## config.mk

```make
export PLATFORM = sky130hd
export DESIGN_NAME = packed_pixel_row_unpacker_core
export DESIGN_NICKNAME = d
export VERILOG_FILES = /design/src/sv/ppru_pkg.sv /design/src/sv/ppru_front.sv /design/src/sv/ppru_queue.sv /design/src/sv/ppru_back.sv /design/src/sv/packed_pixel_row_unpacker_core.sv
export SDC_FILE = /design/constraint.sdc
export NUM_CORES = 1
export LEC_CHECK = 0
export ABC_AREA = 1
export BUFFER_PORTS_ARGS = -buffer_cell sky130_fd_sc_hd__buf_2
export CAP_MARGIN = 20
export CORE_AREA = 2 2 105 107
export CTS_BUF_LIST = sky130_fd_sc_hd__clkbuf_8
export DETAILED_ROUTE_END_ITERATION = 8
export DIE_AREA = 0 0 107 109
export PLACE_DENSITY = 0.8
export SLEW_MARGIN = 10
export SYNTH_ARGS = -nofsm -noshare
export SYNTH_HDL_FRONTEND = slang
export SYNTH_SLANG_ARGS = --single-unit
```

## constraint.sdc

```tcl
create_clock -name clk_i -period 14.4 [get_ports clk_i]
set_clock_uncertainty 0.15 [all_clocks]
set_input_delay 1.44 -clock clk_i [delete_from_list [all_inputs] [get_ports clk_i]]
set_output_delay 1.44 -clock clk_i [all_outputs]
set_load 0.03 [all_outputs]
```

## src/sv/ppru_pkg.sv

```systemverilog
// Shared types and constants for the packed pixel row unpacker.
// No dependencies; used by every module of the block.
`timescale 1ns / 1ps

package ppru_pkg;

  // Configuration register indexes
  localparam logic [1:0] REG_PIXEL_MODE   = 2'd0;
  localparam logic [1:0] REG_IMAGE_WIDTH  = 2'd1;
  localparam logic [1:0] REG_INDEX_OFFSET = 2'd2;

  // Pixel mode codes (any other code behaves as 8 bits per pixel)
  localparam logic [1:0] MODE_8BPP = 2'd0;
  localparam logic [1:0] MODE_4BPP = 2'd1;
  localparam logic [1:0] MODE_1BPP = 2'd2;

  // Fixed field widths
  localparam int unsigned BYTE_W  = 8;
  localparam int unsigned MODE_W  = 2;
  localparam int unsigned WIDTH_W = 13;
  localparam int unsigned CFG_W   = 13;

  // Entries in the queue between front and back
  localparam int unsigned QUEUE_DEPTH = 2;

  // How one data byte is unpacked
  typedef enum logic [1:0] {
    KIND_BYTE = 2'd0,  // one 8-bit pixel
    KIND_NIB2 = 2'd1,  // two 4-bit pixels, high nibble first
    KIND_NIB1 = 2'd2,  // high nibble only, low nibble dropped
    KIND_BITS = 2'd3   // eight 1-bit pixels, msb first
  } kind_e;

  // One classified data byte
  typedef struct packed {
    logic [BYTE_W-1:0] row_byte;
    kind_e             kind;
    logic              last_data;
  } entry_t;

endpackage

```

## src/sv/ppru_front.sv

```systemverilog
// Front end of the unpacker: accepts row bytes, tracks the position within the
// padded row and classifies data bytes. Depends on ppru_pkg.
`timescale 1ns / 1ps

module ppru_front #(
  parameter int unsigned MAX_WIDTH = 4096
) (
  input  logic                                clk_i,
  input  logic                                rst_ni,
  input  logic [ppru_pkg::MODE_W-1:0]         pixel_mode_i,
  input  logic [ppru_pkg::WIDTH_W-1:0]        image_width_i,
  input  logic                                pos_clear_i,
  input  logic                                in_valid_i,
  output logic                                in_ready_o,
  input  logic [ppru_pkg::BYTE_W-1:0]         row_byte_i,
  output logic                                push_o,
  output ppru_pkg::entry_t                    entry_o,
  input  logic                                q_ready_i
);

  localparam int unsigned EW_W   = $clog2(MAX_WIDTH + 1);
  localparam int unsigned BITS_W = EW_W + 3;
  localparam int unsigned POS_W  = $clog2(MAX_WIDTH + 4);

  logic [EW_W-1:0]   eff_w;
  logic [BITS_W-1:0] row_bits;
  logic [BITS_W:0]   bits_rnd;
  logic [POS_W-1:0]  padlen;
  logic [POS_W-1:0]  nbytes;
  logic [EW_W:0]     w_ext;
  ppru_pkg::kind_e   kind_full;
  logic              is_4bpp;
  logic [POS_W-1:0]  pos_q, pos_d, pos_cur;
  logic [POS_W:0]    pos_inc;
  logic              has_data, last_data, accept;

  // Clamp width into 1..MAX_WIDTH
  always_comb begin
    if (image_width_i == '0) begin
      eff_w = EW_W'(1);
    end else if (32'(image_width_i) > 32'(MAX_WIDTH)) begin
      eff_w = EW_W'(MAX_WIDTH);
    end else begin
      eff_w = EW_W'(image_width_i);
    end
  end

  assign w_ext = {1'b0, eff_w};

  // Row bits, data bytes and byte class per mode
  always_comb begin
    is_4bpp = 1'b0;
    unique case (pixel_mode_i)
      ppru_pkg::MODE_4BPP: begin
        row_bits  = {1'b0, eff_w, 2'b00};
        nbytes    = POS_W'((w_ext + (EW_W + 1)'(1)) >> 1);
        kind_full = ppru_pkg::KIND_NIB2;
        is_4bpp   = 1'b1;
      end
      ppru_pkg::MODE_1BPP: begin
        row_bits  = {3'b000, eff_w};
        nbytes    = POS_W'((w_ext + (EW_W + 1)'(7)) >> 3);
        kind_full = ppru_pkg::KIND_BITS;
      end
      default: begin
        row_bits  = {eff_w, 3'b000};
        nbytes    = POS_W'(eff_w);
        kind_full = ppru_pkg::KIND_BYTE;
      end
    endcase
  end

  // Padded row length in bytes: whole 32-bit words
  assign bits_rnd = {1'b0, row_bits} + (BITS_W + 1)'(31);
  assign padlen   = POS_W'({bits_rnd[BITS_W:5], 2'b00});

  // Classify the byte at the current position
  assign pos_cur   = (pos_q >= padlen) ? '0 : pos_q;
  assign pos_inc   = {1'b0, pos_cur} + (POS_W + 1)'(1);
  assign last_data = (pos_inc == {1'b0, nbytes});
  assign has_data  = (pos_cur < nbytes);

  assign in_ready_o = q_ready_i;
  assign accept     = in_valid_i && in_ready_o;
  assign push_o     = accept && has_data;

  always_comb begin
    entry_o.row_byte  = row_byte_i;
    entry_o.last_data = last_data;
    if (is_4bpp && last_data && eff_w[0]) begin
      entry_o.kind = ppru_pkg::KIND_NIB1;
    end else begin
      entry_o.kind = kind_full;
    end
  end

  // Advance the row position, wrap after the padding
  always_comb begin
    pos_d = pos_q;
    if (pos_clear_i) begin
      pos_d = '0;
    end else if (accept) begin
      pos_d = (pos_inc >= {1'b0, padlen}) ? '0 : pos_inc[POS_W-1:0];
    end
  end

  always_ff @(posedge clk_i or negedge rst_ni) begin
    if (!rst_ni) begin
      pos_q <= '0;
    end else begin
      pos_q <= pos_d;
    end
  end

endmodule

```

## src/sv/ppru_queue.sv

```systemverilog
// Short queue of classified bytes between front and back end.
// Depends on ppru_pkg for the entry type and depth.
`timescale 1ns / 1ps

module ppru_queue (
  input  logic             clk_i,
  input  logic             rst_ni,
  input  logic             push_i,
  input  ppru_pkg::entry_t push_entry_i,
  output logic             ready_o,
  input  logic             pop_i,
  output logic             head_valid_o,
  output ppru_pkg::entry_t head_o
);

  localparam int unsigned Depth = ppru_pkg::QUEUE_DEPTH;
  localparam int unsigned PTR_W = (Depth > 1) ? $clog2(Depth) : 1;
  localparam int unsigned CNT_W = $clog2(Depth + 1);

  ppru_pkg::entry_t  mem_q [Depth];
  logic [PTR_W-1:0]  wr_ptr_q, wr_ptr_d, rd_ptr_q, rd_ptr_d;
  logic [CNT_W-1:0]  count_q, count_d;
  logic              do_push, do_pop;

  assign ready_o      = (count_q != CNT_W'(Depth));
  assign head_valid_o = (count_q != '0);
  assign head_o       = mem_q[rd_ptr_q];
  assign do_push      = push_i && ready_o;
  assign do_pop       = pop_i && head_valid_o;

  // Advance pointers and occupancy
  always_comb begin
    wr_ptr_d = wr_ptr_q;
    rd_ptr_d = rd_ptr_q;
    count_d  = count_q;
    if (do_push) begin
      wr_ptr_d = (wr_ptr_q == PTR_W'(Depth - 1)) ? '0 : wr_ptr_q + PTR_W'(1);
    end
    if (do_pop) begin
      rd_ptr_d = (rd_ptr_q == PTR_W'(Depth - 1)) ? '0 : rd_ptr_q + PTR_W'(1);
    end
    if (do_push && !do_pop) begin
      count_d = count_q + CNT_W'(1);
    end else if (do_pop && !do_push) begin
      count_d = count_q - CNT_W'(1);
    end
  end

  always_ff @(posedge clk_i or negedge rst_ni) begin
    if (!rst_ni) begin
      wr_ptr_q <= '0;
      rd_ptr_q <= '0;
      count_q  <= '0;
    end else begin
      wr_ptr_q <= wr_ptr_d;
      rd_ptr_q <= rd_ptr_d;
      count_q  <= count_d;
    end
  end

  // Store entries; payload needs no reset
  always_ff @(posedge clk_i) begin
    if (do_push) begin
      mem_q[wr_ptr_q] <= push_entry_i;
    end
  end

endmodule

```

## src/sv/ppru_back.sv

```systemverilog
// Back end of the unpacker: splits queued bytes into pixels, one per cycle unless stalled,
// adds the offset and holds each result in an output register. Uses ppru_pkg.
`timescale 1ns / 1ps

module ppru_back (
  input  logic                        clk_i,
  input  logic                        rst_ni,
  input  logic [ppru_pkg::BYTE_W-1:0] index_offset_i,
  input  logic                        head_valid_i,
  input  ppru_pkg::entry_t            head_i,
  output logic                        pop_o,
  output logic                        out_valid_o,
  input  logic                        out_ready_i,
  output logic [ppru_pkg::BYTE_W-1:0] pixel_index_o,
  output logic                        last_of_byte_o,
  output logic                        row_end_o
);

  logic [2:0]                  sub_q, sub_d;
  logic                        out_valid_q, out_valid_d;
  logic [ppru_pkg::BYTE_W-1:0] pix_q, pix_d, raw;
  logic                        lob_q, lob_d, re_q, re_d;
  logic                        load, fin;

  assign load = head_valid_i && (!out_valid_q || out_ready_i);

  // Select the pixel at the current sub-position
  always_comb begin
    unique case (head_i.kind)
      ppru_pkg::KIND_BYTE: begin
        raw = head_i.row_byte;
        fin = 1'b1;
      end
      ppru_pkg::KIND_NIB2: begin
        raw = sub_q[0] ? {4'h0, head_i.row_byte[3:0]} : {4'h0, head_i.row_byte[7:4]};
        fin = sub_q[0];
      end
      ppru_pkg::KIND_NIB1: begin
        raw = {4'h0, head_i.row_byte[7:4]};
        fin = 1'b1;
      end
      ppru_pkg::KIND_BITS: begin
        raw = {7'd0, head_i.row_byte[~sub_q]};
        fin = (sub_q == 3'd7);
      end
      default: begin
        raw = head_i.row_byte;
        fin = 1'b1;
      end
    endcase
  end

  assign pop_o = load && fin;

  // Load the output register, hold while stalled
  always_comb begin
    sub_d       = sub_q;
    out_valid_d = out_valid_q;
    pix_d       = pix_q;
    lob_d       = lob_q;
    re_d        = re_q;
    if (load) begin
      out_valid_d = 1'b1;
      pix_d       = raw + index_offset_i;
      lob_d       = fin;
      re_d        = fin && head_i.last_data;
      sub_d       = fin ? 3'd0 : sub_q + 3'd1;
    end else if (out_ready_i) begin
      out_valid_d = 1'b0;
    end
  end

  always_ff @(posedge clk_i or negedge rst_ni) begin
    if (!rst_ni) begin
      sub_q       <= '0;
      out_valid_q <= 1'b0;
    end else begin
      sub_q       <= sub_d;
      out_valid_q <= out_valid_d;
    end
  end

  always_ff @(posedge clk_i) begin
    pix_q <= pix_d;
    lob_q <= lob_d;
    re_q  <= re_d;
  end

  assign out_valid_o    = out_valid_q;
  assign pixel_index_o  = pix_q;
  assign last_of_byte_o = lob_q;
  assign row_end_o      = re_q;

endmodule

```

## src/sv/packed_pixel_row_unpacker_core.sv

```systemverilog
// Packed pixel row unpacker: takes the bytes of indexed bitmap rows (each row
// padded to a multiple of four bytes) and emits one palette index per pixel at
// 8, 4 or 1 bits per pixel, with a wrapping offset added. The front end takes
// one byte per cycle while the queue has room and drops padding bytes; a
// two-entry queue feeds the back end, which issues one pixel per cycle through
// a registered output while the output is not stalled. A data byte yields one
// pixel at 8 bpp, two at 4 bpp (one for the last byte of an odd-width row)
// and eight at 1 bpp. Writing pixel_mode or image_width restarts the row; write
// configuration only while no transaction is in flight.
// Depends on ppru_pkg, ppru_front, ppru_queue and ppru_back.
`timescale 1ns / 1ps

module packed_pixel_row_unpacker_core #(
  parameter int unsigned MAX_WIDTH = 4096
) (
  input  logic                        clk_i,
  input  logic                        rst_ni,
  // Configuration writes
  input  logic                        cfg_valid_i,
  output logic                        cfg_ready_o,
  input  logic [1:0]                  cfg_index_i,
  input  logic [ppru_pkg::CFG_W-1:0]  cfg_data_i,
  // Row bytes in
  input  logic                        in_valid_i,
  output logic                        in_ready_o,
  input  logic [ppru_pkg::BYTE_W-1:0] row_byte_i,
  // Pixels out
  output logic                        out_valid_o,
  input  logic                        out_ready_i,
  output logic [ppru_pkg::BYTE_W-1:0] pixel_index_o,
  output logic                        last_of_byte_o,
  output logic                        row_end_o
);

  logic [ppru_pkg::MODE_W-1:0]  pixel_mode_q;
  logic [ppru_pkg::WIDTH_W-1:0] image_width_q;
  logic [ppru_pkg::BYTE_W-1:0]  index_offset_q;
  logic                         cfg_we, pos_clear;
  logic                         push, q_ready, pop, head_valid;
  ppru_pkg::entry_t             push_entry, head;

  // Register file: always ready, unknown indexes ignored
  assign cfg_ready_o = 1'b1;
  assign cfg_we      = cfg_valid_i && cfg_ready_o;
  assign pos_clear   = cfg_we && ((cfg_index_i == ppru_pkg::REG_PIXEL_MODE) ||
                                  (cfg_index_i == ppru_pkg::REG_IMAGE_WIDTH));

  always_ff @(posedge clk_i or negedge rst_ni) begin
    if (!rst_ni) begin
      pixel_mode_q   <= ppru_pkg::MODE_8BPP;
      image_width_q  <= ppru_pkg::WIDTH_W'(1);
      index_offset_q <= '0;
    end else if (cfg_we) begin
      unique case (cfg_index_i)
        ppru_pkg::REG_PIXEL_MODE:   pixel_mode_q   <= cfg_data_i[ppru_pkg::MODE_W-1:0];
        ppru_pkg::REG_IMAGE_WIDTH:  image_width_q  <= cfg_data_i[ppru_pkg::WIDTH_W-1:0];
        ppru_pkg::REG_INDEX_OFFSET: index_offset_q <= cfg_data_i[ppru_pkg::BYTE_W-1:0];
        default: ;
      endcase
    end
  end

  ppru_front #(
    .MAX_WIDTH(MAX_WIDTH)
  ) u_front (
    .clk_i        (clk_i),
    .rst_ni       (rst_ni),
    .pixel_mode_i (pixel_mode_q),
    .image_width_i(image_width_q),
    .pos_clear_i  (pos_clear),
    .in_valid_i   (in_valid_i),
    .in_ready_o   (in_ready_o),
    .row_byte_i   (row_byte_i),
    .push_o       (push),
    .entry_o      (push_entry),
    .q_ready_i    (q_ready)
  );

  ppru_queue u_queue (
    .clk_i       (clk_i),
    .rst_ni      (rst_ni),
    .push_i      (push),
    .push_entry_i(push_entry),
    .ready_o     (q_ready),
    .pop_i       (pop),
    .head_valid_o(head_valid),
    .head_o      (head)
  );

  ppru_back u_back (
    .clk_i         (clk_i),
    .rst_ni        (rst_ni),
    .index_offset_i(index_offset_q),
    .head_valid_i  (head_valid),
    .head_i        (head),
    .pop_o         (pop),
    .out_valid_o   (out_valid_o),
    .out_ready_i   (out_ready_i),
    .pixel_index_o (pixel_index_o),
    .last_of_byte_o(last_of_byte_o),
    .row_end_o     (row_end_o)
  );

endmodule

```

## After elaboration in Yosys (flattened, before gate mapping)

Memories as Yosys holds them, arrays and structs flattened.
Cells that the tools add are included.

| cells by class | value |
|---|---|
| add/subtract/negate cells | 10 |
| $lt $le $gt $ge | 5 |
| equal/unequal tests | 10 |
| mux-type cells | 25 |
| bitwise operators | 1 |
| reduce and logical (&&, ||, !) cells | 28 |

Operators with widths:

| operator | number |
|---|---|
| two-way mux 13 bit | 6 |
| one-hot mux 16 bit (2 select lines) | 1 |
| one-hot mux 8 bit (4 select lines) | 1 |
| adder 13 x 1 -> 14 bit (second input constant) | 2 |
| one-hot mux 13 bit (2 select lines) | 1 |
| adder 16 x 5 -> 16 bit (second input constant) | 1 |
| adder 13 x 3 -> 14 bit (second input constant) | 1 |
| equality test 14 x 13 -> 1 bit | 1 |
| greater-or-equal comparator 14 x 13 -> 1 bit | 1 |
| greater-or-equal comparator 13 bit | 1 |
| greater-than comparator 13 bit (second input constant) | 1 |
| zero test 13 bit | 1 |
| < comparator 13 bit | 1 |
| logical AND 1 bit | 12 |
| adder 8 bit | 1 |
| equality test 2 bit (second input constant) | 4 |
| two-way mux 1 bit | 8 |
| nonzero test 2 bit | 4 |
| equality test 2 x 1 -> 1 bit (second input constant) | 3 |
| two-way mux 2 bit | 3 |
| AND reduction 2 bit | 3 |
| zero test 2 bit | 2 |
| < comparator 3 x 4 -> 1 bit (second input constant) | 1 |
| two-way mux 4 bit | 1 |
| other kinds (14) | 18 |

| storage, ports and cells | value |
|---|---|
| bits in registers | 54 |
| memory bits (writable) | 22 |
| bits of input ports | 28 |
| output and inout port bits | 13 |
| logic and storage cells | 92 |
| memories | 1 |

Memory list:

| name | depth | bits a word | rd ports | clocked after Yosys merged registers in | write ports | RTL line | text |
|---|---|---|---|---|---|---|---|
| u_queue.mem_q | 2 | 11 | 1 | 0 | 1 | ppru_queue.sv:20 | `ppru_pkg::entry_t mem_q [Depth];` |

## Logic depth before layout (Yosys ltp)

Gate-level depths: netlist of run 1.

| logic depth | value |
|---|---|
| depth after elaboration | 14 |
| depth in mapped cells | 50 |
| gate-level depth less buffers | 47 |

## By module

A second synthesis of run 1 with hierarchy kept.

| unflattened totals | value |
|---|---|
| cell total of the unflattened synthesis | 914 |
| area, all modules | 6516.2 µm² |

By module, submodules not included:

| module | times used | cells each | area an instance (µm²) | sequential area each (µm²) |
|---|---|---|---|---|
| ppru_front | 1 | 595 | 3438.3 | 325.3 |
| ppru_queue | 1 | 86 | 1042.2 | 760.7 |
| packed_pixel_row_unpacker_core | 1 | 110 | 1018.5 | 576.8 |
| ppru_back | 1 | 123 | 1017.2 | 400.4 |

## Worst setup path after synthesis of run 1

Ideal clock, no wire load.

| timing path | value |
|---|---|
| path kind | register -> register |
| start point | register image_width_q[3] (netlist bit) |
| end point | register u_front.pos_q[9] |
| library setup time | 83 ps |
| arrival | 5385 ps |
| required time | 14167 ps |
| path slack | 8783 ps |
| stages on the path, launching flop included | 47 |
| path buffers | 4 |
| period minus slack after synthesis | 5617 ps |
| cells stage by stage | dfrtp_1 buf_6 nor2_2 nand2_2 nor2_4 nand2_4 nand2_8 buf_12 nand2_4 o221ai_2 nand2_1 nor2_1 nand2_1 nor4_2 nand2_1 xor2_1 ha_1 nand2_1 [11 not listed] inv_1 nand3_2 nor2_4 xor2_1 inv_1 ha_1 a21oi_1 nor2_1 a211oi_1 o21ai_0 nand3_1 nand2_1 nand2_1 nand3b_1 nor3_1 inv_1 buf_2 o21ai_0 |

| between the ends | value |
|---|---|
| cells in the longest elaborated chain, start to end | 12 |
| elaborated cells between the ends (all ways) | 13 |
| classes of those cells | add/sub (2); order compare (3); mux (7); reduce/logical (1) |

RTL lines:

| element | RTL line | text |
|---|---|---|
| start, declared | packed_pixel_row_unpacker_core.sv:36 | `logic [ppru_pkg::WIDTH_W-1:0] image_width_q;` |
| start signal, assigned | packed_pixel_row_unpacker_core.sv:51 | `image_width_q <= ppru_pkg::WIDTH_W'(1);` |
| start signal, assigned | packed_pixel_row_unpacker_core.sv:56 | `ppru_pkg::REG_IMAGE_WIDTH: image_width_q <= cfg_data_i[ppru_pkg::WIDTH_W-1:0];` |
| greater-than comparator 13 bit | ppru_front.sv:41 | `end else if (32'(image_width_i) > 32'(MAX_WIDTH)) begin` |
| two-way mux 13 bit | ppru_front.sv:41 |  |
| two-way mux 13 bit * | ppru_front.sv:39 | `if (image_width_i == '0) begin` |
| one-hot mux 16 bit (2 select lines) * | ppru_front.sv:53 | `unique case (pixel_mode_i)` |
| adder 16 x 5 -> 16 bit * | ppru_front.sv:74 | `assign bits_rnd = {1'b0, row_bits} + (BITS_W + 1)'(31);` |
| greater-or-equal comparator 13 bit | ppru_front.sv:78 | `assign pos_cur = (pos_q >= padlen) ? '0 : pos_q;` |
| two-way mux 13 bit | ppru_front.sv:78 |  |
| adder 13 x 1 -> 14 bit | ppru_front.sv:79 | `assign pos_inc = {1'b0, pos_cur} + (POS_W + 1)'(1);` |
| greater-or-equal comparator 14 x 13 -> 1 bit | ppru_front.sv:103 | `pos_d = (pos_inc >= {1'b0, padlen}) ? '0 : pos_inc[POS_W-1:0];` |
| two-way mux 13 bit * | ppru_front.sv:103 |  |
| two-way mux 13 bit * | ppru_front.sv:102 | `end else if (accept) begin` |
| two-way mux 13 bit * | ppru_front.sv:100 | `if (pos_clear_i) begin` |
| end signal, assigned | ppru_front.sv:111 | `pos_q <= pos_d;` |
| end, declared | ppru_front.sv:33 | `logic [POS_W-1:0] pos_q, pos_d, pos_cur;` |

Every way passes the cells marked *; elsewhere a longest branch is shown, timed or not. The select of a mux whose other input is x is not followed.
A chain may end at the register's enable or synchronous reset.

## Worst setup path after layout of run 1

| timing path | value |
|---|---|
| start point | register pixel_mode_q[0] (netlist bit) |
| end point | register u_front.pos_q[5] |

| between the ends | value |
|---|---|
| cells in the longest elaborated chain, start to end | 10 |
| elaborated cells between the ends (all ways) | 11 |
| classes of those cells | add/sub (2); order compare (2); eq/ne (2); mux (5) |

RTL lines:

| element | RTL line | text |
|---|---|---|
| start, declared | packed_pixel_row_unpacker_core.sv:35 | `logic [ppru_pkg::MODE_W-1:0] pixel_mode_q;` |
| start signal, assigned | packed_pixel_row_unpacker_core.sv:50 | `pixel_mode_q <= ppru_pkg::MODE_8BPP;` |
| start signal, assigned | packed_pixel_row_unpacker_core.sv:55 | `ppru_pkg::REG_PIXEL_MODE: pixel_mode_q <= cfg_data_i[ppru_pkg::MODE_W-1:0];` |
| equality test 2 bit or equality test 2 x 1 -> 1 bit (tied branches) | ppru_front.sv:53 |  |
| one-hot mux 16 bit (2 select lines) * | ppru_front.sv:53 |  |
| adder 16 x 5 -> 16 bit * | ppru_front.sv:74 |  |
| greater-or-equal comparator 13 bit | ppru_front.sv:78 |  |
| two-way mux 13 bit | ppru_front.sv:78 |  |
| adder 13 x 1 -> 14 bit | ppru_front.sv:79 |  |
| greater-or-equal comparator 14 x 13 -> 1 bit | ppru_front.sv:103 |  |
| two-way mux 13 bit * | ppru_front.sv:103 |  |
| two-way mux 13 bit * | ppru_front.sv:102 |  |
| two-way mux 13 bit * | ppru_front.sv:100 |  |

Marks and branches as above.

==> results of run 1 <==
[area by class of cell]
type / count / area, µm²
fillers: 986 / 3795
multi-input cells: 633 / 3667
inverters: 130 / 488.0
clock inverters: 7 / 60.06
well taps: 140 / 175.2
repair buffers: 41 / 230.2
clock buffers: 9 / 123.9
flip-flops and latches: 76 / 2063
[logic make-up after synthesis]
family | after synthesis
simple gates | 432
flops | 76
compound gates | 122
xor+xnor | 17
other cells | 1
mux | 9
buf+inv | 150
fa+ha+maj | 52
[critical path, delay by kind of cell, from the launching register on]
| family | cells | cell delay, ns |
|---|---|---|
| simple gates | 17 | 1.97 |
| xor+xnor | 2 | 0.55 |
| compound gates | 6 | 1.15 |
| fa+ha+maj | 4 | 1.23 |
| flops | 1 | 0.39 |
| buf+inv | 8 | 1.43 |
[per-layer routing]
metal	GRT usage	part of all wire	vias to the layer above
met5	0	0	-
met4	0.08998	0.017	0
met3	0.03407	0.048	21
met2	0.4773	0.49	166
met1	0.3504	0.44	2641
li1	-	-	2903
[synthesized netlist by cell type, drive strengths merged]
library cell and number:
nand2 222, inv 128, nor2 94, nand3 84, o21ai 53, ha 51, dfrtp 43, a21oi 33
edfxtp 32, nand4 18, buf 14, xor2 14, o22ai 11, mux2i 7, clkbuf 6, or2 6
nor3 5, o211ai 5, a31oi 4, o221ai 4, xnor2 3, clkinv 2, mux2 2, nand3b 2
o2111ai 2, o21bai 2, a211oi 1, a21boi 1, a21o 1, a221oi 1, a22oi 1, a32oi 1
conb 1, dfstp 1, fa 1, nor4 1, o311ai 1, o31ai 1
[registers in the layout, indices dropped and copies added, names as in the netlist]
register,cells
u_back.last_of_byte_o,1
u_back.row_end_o,1
u_back.pixel_index_o,8
index_offset_q,8
u_queue.mem_q,22
u_back.sub_q,3
image_width_q,13
u_queue.count_q,2
u_queue.wr_ptr_q,1
pixel_mode_q,2
u_back.out_valid_o,1
u_front.pos_q,13
u_queue.rd_ptr_q,1
[stage by stage]
stage	total power, W	hold WS [ns]
5_1_grt	0.001158	0.3759
3_3_place_gp	0.0008966	0.3236
3_5_place_dp	0.0009104	0.3302
2_1_floorplan	0.0007792	0.3094
6_report	0.001064	0.3506
4_1_cts	0.001067	0.3527
[final timing paths]
path,cells past startpoint,to,slack [ns],start
setup / recovery,37,u_front.pos_q[5],7.42,pixel_mode_q[0]
hold / removal,2,index_offset_q[6],0.35,index_offset_q[6]
setup reg to reg,37,u_front.pos_q[5],7.42,pixel_mode_q[0]
hold reg to reg,2,index_offset_q[6],0.35,index_offset_q[6]
max in group asynchronous,2,u_queue.wr_ptr_q,12.64,rst_ni
min in group asynchronous,1,image_width_q[11],0.92,rst_ni
[power by group through the flow]
stage,sequential (W),clock [W],combinational (W)
finish,0.000342,0.000155,0.000568
global route,0.000350,0.000165,0.000644
CTS,0.000342,0.000157,0.000567
detailed placement,0.000346,0,0.000564
global placement,0.000344,0,0.000553
floorplan,0.000361,0,0.000418
==> qor.yml, run 1 <==
outcome: "finished, final reports clean"
nets: 971
cts_buffers: 9
clk_latency_ns: 0.36
p_sw_w: 0.0005069
grt_pass1_vias: 5366
crit_slowest_cell: "inv_1"
dieArea_um2: 11660
final-hold-violation-count: 0
final_core_util: 0.6421
drt-total-wl_mm: 15.06
place_area_um2: 6596
dr.pass1.iters: 5
drt_iter0_drc: 528
pwr-share-comb: 0.534
final_cell_mix: "nand2_1, inv_1, nor2_1, nand3_1, ha_1"
design_area_um2: 6808
end_kind: "flop"
antenna_left: 0
startpoint_type: "flop"
stdcell_count: 1036
synth_top_cell_by_area: "dfrtp_1"
num_vias: 5731
post-cts-setup-buffer-count: 0
dpl_worst_slack_ns: 7.551
die-height_um: 109
path_common_cell: "inv_1"
ios: 41
antenna_found_initial: 0
cts.sinks: 76
grt_usage: 0.2723
hpwl_mm: 11.79
slowest_delay_ns: 0.56
cts_tree: "built"
clockBufferDepth: 2
cts_root_buf: "clkbuf_8"
ys_warn_count: 0
slew_headroom: 0.3101
synth_compound_area_frac: 0.1149
vias_per_cell: 5.532
io_buffers: 39
synth.area.mux_share: 0.01458
leakagePower_nw: 3.530
routedWlPerCell_um: 14.54
syn2layout_area_growth_pct: 7.212
yosys.area_share.xor_xnor: 0.02345
rsz0062_at_grt: "no"
grt_pass1_wl_mm: 25.10
drive_above_1_share: 0.1350
cap_violations: 0
post_cts_resized: 0
p_per_area_nw_per_um2: 156.3
remaining_drc_errors: 0
p_sw_frac: 0.4763
synth_nets: 939
synth-seq-cells: 76
cp.arrival_ns: 7.11
worst_ep_required_time_ns: 14.53
ctsHoldBuffers: 0
min_period_ns: 6.981
gp_congestion: 0.9490
h-tree-depth: 3
synthSimpleGateAreaFrac: 0.3204
max_slew.worst_pin.slew_ns: 1.031
final_common_cell: "nand2_1"
syn_area_um2: 6350
synthAdderAreaFrac: 0.1036
setup_ws_ns: 7.419
hold_class: "reg2reg"
antenna_cells: 0
crit_type: "reg2reg"
synth_area_leaders: "dfrtp_1, edfxtp_1, nand2_1"
max_freq_ghz: 0.1433
finalSetupTns_ns: 0
period_share: 0.4848
start_util: 0.5989
crit_fanout: 20
avgSynthCellArea_um2: 7.392
dp_cells: 1019
overflow: 0
fp-row-count: 38
seq_power_share: 0.321
core_area_um2: 10600
clkTransAtPathRegs_ns: 0.09
netlist_instances: 859
p_int_w: 0.0005574
synth_top_area_frac: 0.1695
synth_cell_type_count: 57
ir_drop_mv: 0.09328
ys_seq_area_frac: 0.3249
synth_top_family_by_area: "simple AND/OR/NAND/NOR gates"
slew_violations: 0
setup_viol: 0
die_w_um: 107
grt_max_degree: 45
clkPwrFrac: 0.145
Note: power is estimated with default switching activity, not from simulation.
==> run 2: changes to the inputs <==
--- a/config.mk
+++ b/config.mk
@@ -5,14 +5,14 @@
 export SDC_FILE = /design/constraint.sdc
 export NUM_CORES = 1
 export LEC_CHECK = 0
-export ABC_AREA = 1
+export ABC_AREA = 0
 export BUFFER_PORTS_ARGS = -buffer_cell sky130_fd_sc_hd__buf_2
 export CAP_MARGIN = 20
-export CORE_AREA = 2 2 105 107
+export CORE_AREA = 2 2 107 109
 export CTS_BUF_LIST = sky130_fd_sc_hd__clkbuf_8
 export DETAILED_ROUTE_END_ITERATION = 8
-export DIE_AREA = 0 0 107 109
-export PLACE_DENSITY = 0.8
+export DIE_AREA = 0 0 109 111
+export PLACE_DENSITY = 0.77
 export SLEW_MARGIN = 10
 export SYNTH_ARGS = -nofsm -noshare
 export SYNTH_HDL_FRONTEND = slang
==> constraint.sdc (replaced) <==
create_clock -name clk_i -period 5.6 [get_ports clk_i]
set_clock_uncertainty 0.15 [all_clocks]
set_input_delay 0.56 -clock clk_i [delete_from_list [all_inputs] [get_ports clk_i]]
set_output_delay 0.56 -clock clk_i [all_outputs]
set_load 0.03 [all_outputs]
==> qor.yml, run 2 <==
seq_power_share: 0.260
ff2ff_path_depth: 31
synth_compound_area_frac: 0.1735
overflow: 0
drive_above_1_share: 0.3480
core_area_um2: 11080
netlist_instances: 629
holdWs_ns: -0.01108
pwr-share-comb: 0.578
busiest_layer: "met2"
io_buffers: 39
p_int_w: 0.002040
end_kind: "flop"
grt_pass1_vias: 5968
dr.pass1.iters: 5
worst_ep_required_time_ns: 5.76
rsz0062_at_grt: "yes"
vias_per_cell: 6.172
drt_iter0_drc: 405
synth_edf_count: 32
clkTransAtPathRegs_ns: 0.09
power_w: 0.003445
routedWlPerCell_um: 19.45
ys_seq_area_frac: 0.3403
hold_class: "in2async"
clockBufferDepth: 2
h-tree-depth: 3
die_w_um: 109
final_cell_mix: "buf_4, nand2_1, ha_1, dfrtp_1, buf_2"
min_period_ns: 6.316
synthSimpleGateAreaFrac: 0.1872
async_flop_share: 0.5789
setup_ws_ns: -0.7156
dieArea_um2: 12100
avgSynthCellArea_um2: 9.640
final-hold-violation-count: 12
fillCellCount: 820
start_util: 0.5474
cts_buffers: 9
drt-total-wl_mm: 17.82
fp-row-count: 39
synth_top_cell_by_area: "dfrtp_1"
die-height_um: 111
cts.sinks: 76
synth_cell_type_count: 82
ctsHoldBuffers: 0
grt_max_degree: 45
antenna_left: 0
antenna_found_initial: 0
use_met1: 0.3661
cap_violations: 0
clk_latency_ns: 0.36
cp.arrival_ns: 6.47
synth_top_area_frac: 0.1775
largestRegisters: "u_queue.mem_q: 22 flops, image_width_q: 13 flops, u_front.pos_q: 13 flops"
grtUsageMet2: 0.5300
synth_top_family_by_area: "simple AND/OR/NAND/NOR gates"
final_common_cell: "buf_4"
synth-seq-cells: 76
gp_congestion: 0.9433
cts_root_buf: "clkbuf_8"
startpoint_type: "flop"
clkPwrFrac: 0.162
max_freq_ghz: 0.1583
synth_area_leaders: "dfrtp_1, edfxtp_1, ha_1"
slew_headroom: 0.2484
hpwl_mm: 12.93
cts_tree: "built"
antenna_cells: 0
syn_area_um2: 6063
ys_warn_count: 0
grtUsageMet3: 0.04821
yosys.area_share.xor_xnor: 0.06789
period_share: 1.128
slowest_delay_ns: 0.45
num_vias: 5654
crit_fanout: 6
setup_viol: 44
finalSetupTns_ns: -17.61
nets: 848
r2r-start: "pixel_mode_q[1]"
violations: "hold timing, setup timing"
final_core_util: 0.7164
grt_usage: 0.3064
synth.area.mux_share: 0.07965
p_per_area_nw_per_um2: 434.2
path_common_cell: "inv_2"
ir_drop_mv: 0.2802
syn2layout_area_growth_pct: 30.87
yosysMostFrequentCell: "ha_1"
synth_nets: 709
synthFlopType: "dfrtp_1"
max_slew.worst_pin.slew_ns: 1.125
outcome: "complete, but fails checks"
remaining_drc_errors: 0
reg2reg_to: "u_front.pos_q[6]"
synthAdderAreaFrac: 0.1085
p_sw_frac: 0.4078
top_register: "u_queue.mem_q"
reg2reg_slack_ns: -0.72
crit_type: "reg2reg"
crit_slowest_cell: "dfrtp_1"
grt_pass1_wl_mm: 28.82
leakagePower_nw: 3.518
ios: 41
p_sw_w: 0.001405
largest_reg_flops: 22
synth_common_cells: "ha_1, nand2_1, dfrtp_1"
slew_violations: 0
run 2: changes by cell type after synthesis, moves of 26 or more:
cell     previous run  this run
inv_1             122        20
nand2_1           206        49
nand3_1            75        17
nor2_1             81        41
nor2b_1             0        28
xnor2_1             3        29
run 2: how the worst max path moves through the flow:
stage                          startpoint                end  slack, ns  depth (start not counted)
final                     pixel_mode_q[1]   u_front.pos_q[6]      -0.72                         31
after global routing      pixel_mode_q[1]   u_front.pos_q[6]      -1.00                         31
after CTS                 pixel_mode_q[0]   u_front.pos_q[6]      -0.52                         31
after detailed placement  pixel_mode_q[1]   u_front.pos_q[6]      -0.79                         29
after global placement    pixel_mode_q[1]   u_front.pos_q[4]      -0.56                         29
after floorplan           pixel_mode_q[1]  u_front.pos_q[10]      -0.75                         33
run 2: area by class of cell:
cell class	count	area, µm²	area share
clock buffer	9	123.9	0.01561
sequential	76	2063	0.2600
multi-input combinational	497	4116	0.5188
timing repair buffer	161	1220	0.1537
inverter	23	91.34	0.01151
clock inverter	7	141.4	0.01782
tap	143	178.9	0.02255
run 2: critical path: cells and delay by family, from the launching register on:
kind | cells | cell delay [ns]
AO/OA/AOI/OAI | 13 | 2.53
XOR/XNOR | 1 | 0.27
adder cells (fa/ha/maj) | 4 | 0.90
buffers and inverters | 5 | 0.46
flip-flops | 1 | 0.45
AND/OR/NAND/NOR | 8 | 1.50
run 2: layer usage:
metal	routed length, µm	share of wire	vias to the layer above
met5	0	0	-
met1	7320	0.41	2759
met4	734	0.041	0
li1	-	-	2606
met3	807	0.045	65
met2	8955	0.50	224
run 2: repair_timing:
| item | 4_1_cts | 5_1_grt |
|---|---|---|
| resized for setup | 28 | 28 |
| gates cloned | 1 | 2 |
| pin swaps | 23 | 19 |
| endpoints found under the setup margin | 44 | 44 |
| setup buffers | 12 | 8 |
run 2: stage by stage:
| step | setup WS [ns] | instance area [µm²] | std cells |
|---|---|---|---|
| 3_5_place_dp | -0.7870 | 7204 | 879 |
| 4_1_cts | -0.5201 | 7709 | 908 |
| 2_1_floorplan | -0.7530 | 6218 | 629 |
| 3_3_place_gp | -0.5629 | 7204 | 879 |
| 6_report | -0.7156 | 7935 | 916 |
| 5_1_grt | -1.005 | 7935 | 916 |
run 2: logic make-up after synthesis:
kind of cell	after synthesis
buf+inv	57
flops	76
xor+xnor	47
other cells	1
fa+ha+maj	52
compound gates	145
mux	43
simple gates	208
run 2: power groups by stage:
stage | clock [W] | sequential, W | combinational (W)
2_1_floorplan | 0 | 0.000937 | 0.00114
3_3_place_gp | 0 | 0.000893 | 0.00172
3_5_place_dp | 0 | 0.000903 | 0.00179
4_1_cts | 0.000563 | 0.000896 | 0.00188
5_1_grt | 0.000586 | 0.000915 | 0.00216
6_report | 0.000558 | 0.000896 | 0.00199
==> run 3: changes to the inputs <==
--- a/config.mk
+++ b/config.mk
@@ -5,14 +5,14 @@
 export SDC_FILE = /design/constraint.sdc
 export NUM_CORES = 1
 export LEC_CHECK = 0
-export ABC_AREA = 0
+export ABC_AREA = 1
 export BUFFER_PORTS_ARGS = -buffer_cell sky130_fd_sc_hd__buf_2
 export CAP_MARGIN = 20
-export CORE_AREA = 2 2 107 109
+export CORE_AREA = 10 10 116 118
 export CTS_BUF_LIST = sky130_fd_sc_hd__clkbuf_8
 export DETAILED_ROUTE_END_ITERATION = 8
-export DIE_AREA = 0 0 109 111
-export PLACE_DENSITY = 0.77
+export DIE_AREA = 0 0 126 128
+export PLACE_DENSITY = 0.79
 export SLEW_MARGIN = 10
 export SYNTH_ARGS = -nofsm -noshare
 export SYNTH_HDL_FRONTEND = slang
==> qor.yml, run 3 (synthesized netlist as in run 1, its figures left out) <==
grt_max_degree: 45
drt_iter0_drc: 833
die-height_um: 128
routedWlPerCell_um: 16.31
cts_tree: "built"
p_per_area_nw_per_um2: 401.7
multi_input_area_um2: 4074
overflow: 0
gp_congestion: 0.9645
num_vias: 6612
start_util: 0.5658
cts.sinks: 76
ff2ff_path_depth: 40
setup_viol: 29
clockBufferDepth: 2
slowest_delay_ns: 0.40
dieArea_um2: 16130
die_w_um: 126
slew_headroom: 0.5628
seq_area_um2: 2063
worst_ep_required_time_ns: 5.71
final_cell_mix: "nand2_1, inv_1, buf_4, nand3_1, nor2_1"
grt_pass1_vias: 6159
crit_type: "reg2reg"
outcome: "complete, but fails checks"
drive_above_1_share: 0.3041
path_common_cell: "nor2_4"
max_freq_ghz: 0.1612
io_buffers: 39
cap_violations: 0
largestRegisters: "u_queue.mem_q: 22 flops, image_width_q: 13 flops, u_front.pos_q: 13 flops"
place_area_um2: 7156
h-tree-depth: 3
cts_buffers: 9
max_slew.worst_pin.slew_ns: 0.6542
dp_cells: 1092
fillCellCount: 830
fp-row-count: 39
grt_usage: 0.2142
antenna_left: 0
drt-total-wl_mm: 18.69
setup_ws_ns: -0.6052
cp.arrival_ns: 6.31
min_period_ns: 6.205
crit_slowest_cell: "dfrtp_1"
hold_class: "in2async"
remaining_drc_errors: 0
startpoint_type: "flop"
top_register: "u_queue.mem_q"
final_common_cell: "nand2_1"
grt_pass1_wl_mm: 28.81
ir_drop_mv: 0.2859
period_share: 1.108
final-hold-violation-count: 0
clk_latency_ns: 0.35
end_kind: "flop"
rsz0062_at_grt: "yes"
stdcell_count: 1146
core_area_um2: 11220
crit_fanout: 7
violations: "setup timing"
design_area_um2: 8114
hpwl_mm: 12.91
antenna_found_initial: 0
nets: 1078
vias_per_cell: 5.770
dr.pass1.iters: 8
cts_root_buf: "clkbuf_8"
ios: 41
syn2layout_area_growth_pct: 27.78
largest_reg_flops: 22
slew_violations: 0
leakagePower_nw: 4.133
antenna_cells: 0
clkTransAtPathRegs_ns: 0.09
==> run 3: cell count changes in the layout (fill, tap and decap cells not counted), moves of 13 or more <==
cell,change
nor2b_1,-21
nand2b_1,-14
xnor2_1,-25
nand2_2,+27
mux2_2,-20
nand3_1,+54
nand2_1,+137
nor2_1,+33
inv_1,+96
nor2_2,+13
o21ai_0,+13
==> run 3: what timing repair did <==
action	CTS	global route
buffers inserted	22	14
gates cloned	1	0
pin swaps	3	43
hold buffers	0	0
setup endpoints to repair	13	41
resized for setup	45	56
==> run 3: cell type report <==
type,count,share of cell area
Multi-Input combinational cell,633,0.5021
Sequential cell,76,0.2543
Timing Repair Buffer,147,0.1315
Inverter,130,0.06060
Tap cell,143,0.02205
Clock buffer,10,0.01696
Clock inverter,6,0.01157
Timing Repair inverter,1,0.0009252
==> run 3: worst max-delay path: cells and delay by family, from the launching register on <==
family	cells	cell delay (ns)
AO/OA/AOI/OAI	6	0.99
XOR/XNOR	2	0.38
adder cells (fa/ha/maj)	3	0.66
buffers and inverters	5	0.58
flip-flops	1	0.40
AND/OR/NAND/NOR	24	2.96
==> run 3: stage by stage <==
step	total power [W]	utilization	worst slack, ns	hold slack, ns	TNS, ns
2_1_floorplan	0.002006	-	0.02885	0.1144	0
3_3_place_gp	0.002461	0.6376	-0.04480	0.3262	-0.3543
3_5_place_dp	0.002510	0.6376	-0.3505	0.3297	-3.894
4_1_cts	0.003111	0.6899	-0.06228	0.2303	-0.3192
5_1_grt	0.003502	0.7230	-0.8841	0.01427	-20.48
6_report	0.003259	0.7230	-0.6052	0.01296	-7.324
==> run 3: power by group <==
| group | internal (W) | total [W] | switching [W] | leakage [nW] |
|---|---|---|---|---|
| Combinational | 0.000749 | 0.00191 | 0.00117 | 3.16 |
| Sequential | 0.000772 | 0.000860 | 0.0000881 | 0.860 |
| Clock | 0.000267 | 0.000485 | 0.000218 | 0.113 |
==> run 3: per-layer routing <==
layer,part of all wire,up-vias,track usage
li1,-,3117,-
met1,0.38,3030,0.2519
met2,0.48,359,0.3716
met3,0.083,106,0.04342
met4,0.051,0,0.09176
met5,0,-,0
==> run 3: worst paths after layout <==
path / slack [ns] / from / to
worst max register to register: -0.61 / image_width_q[10] / u_front.pos_q[7]
worst min-delay path: 0.01 / rst_ni / index_offset_q[6]
worst max-delay path: -0.61 / image_width_q[10] / u_front.pos_q[7]
min in group clk_i: 0.25 / row_byte_i[2] / u_queue.mem_q[1][5]
max in group asynchronous: 4.75 / rst_ni / u_front.pos_q[12]
worst min register to register: 0.36 / u_queue.count_q[0] / u_queue.count_q[0]
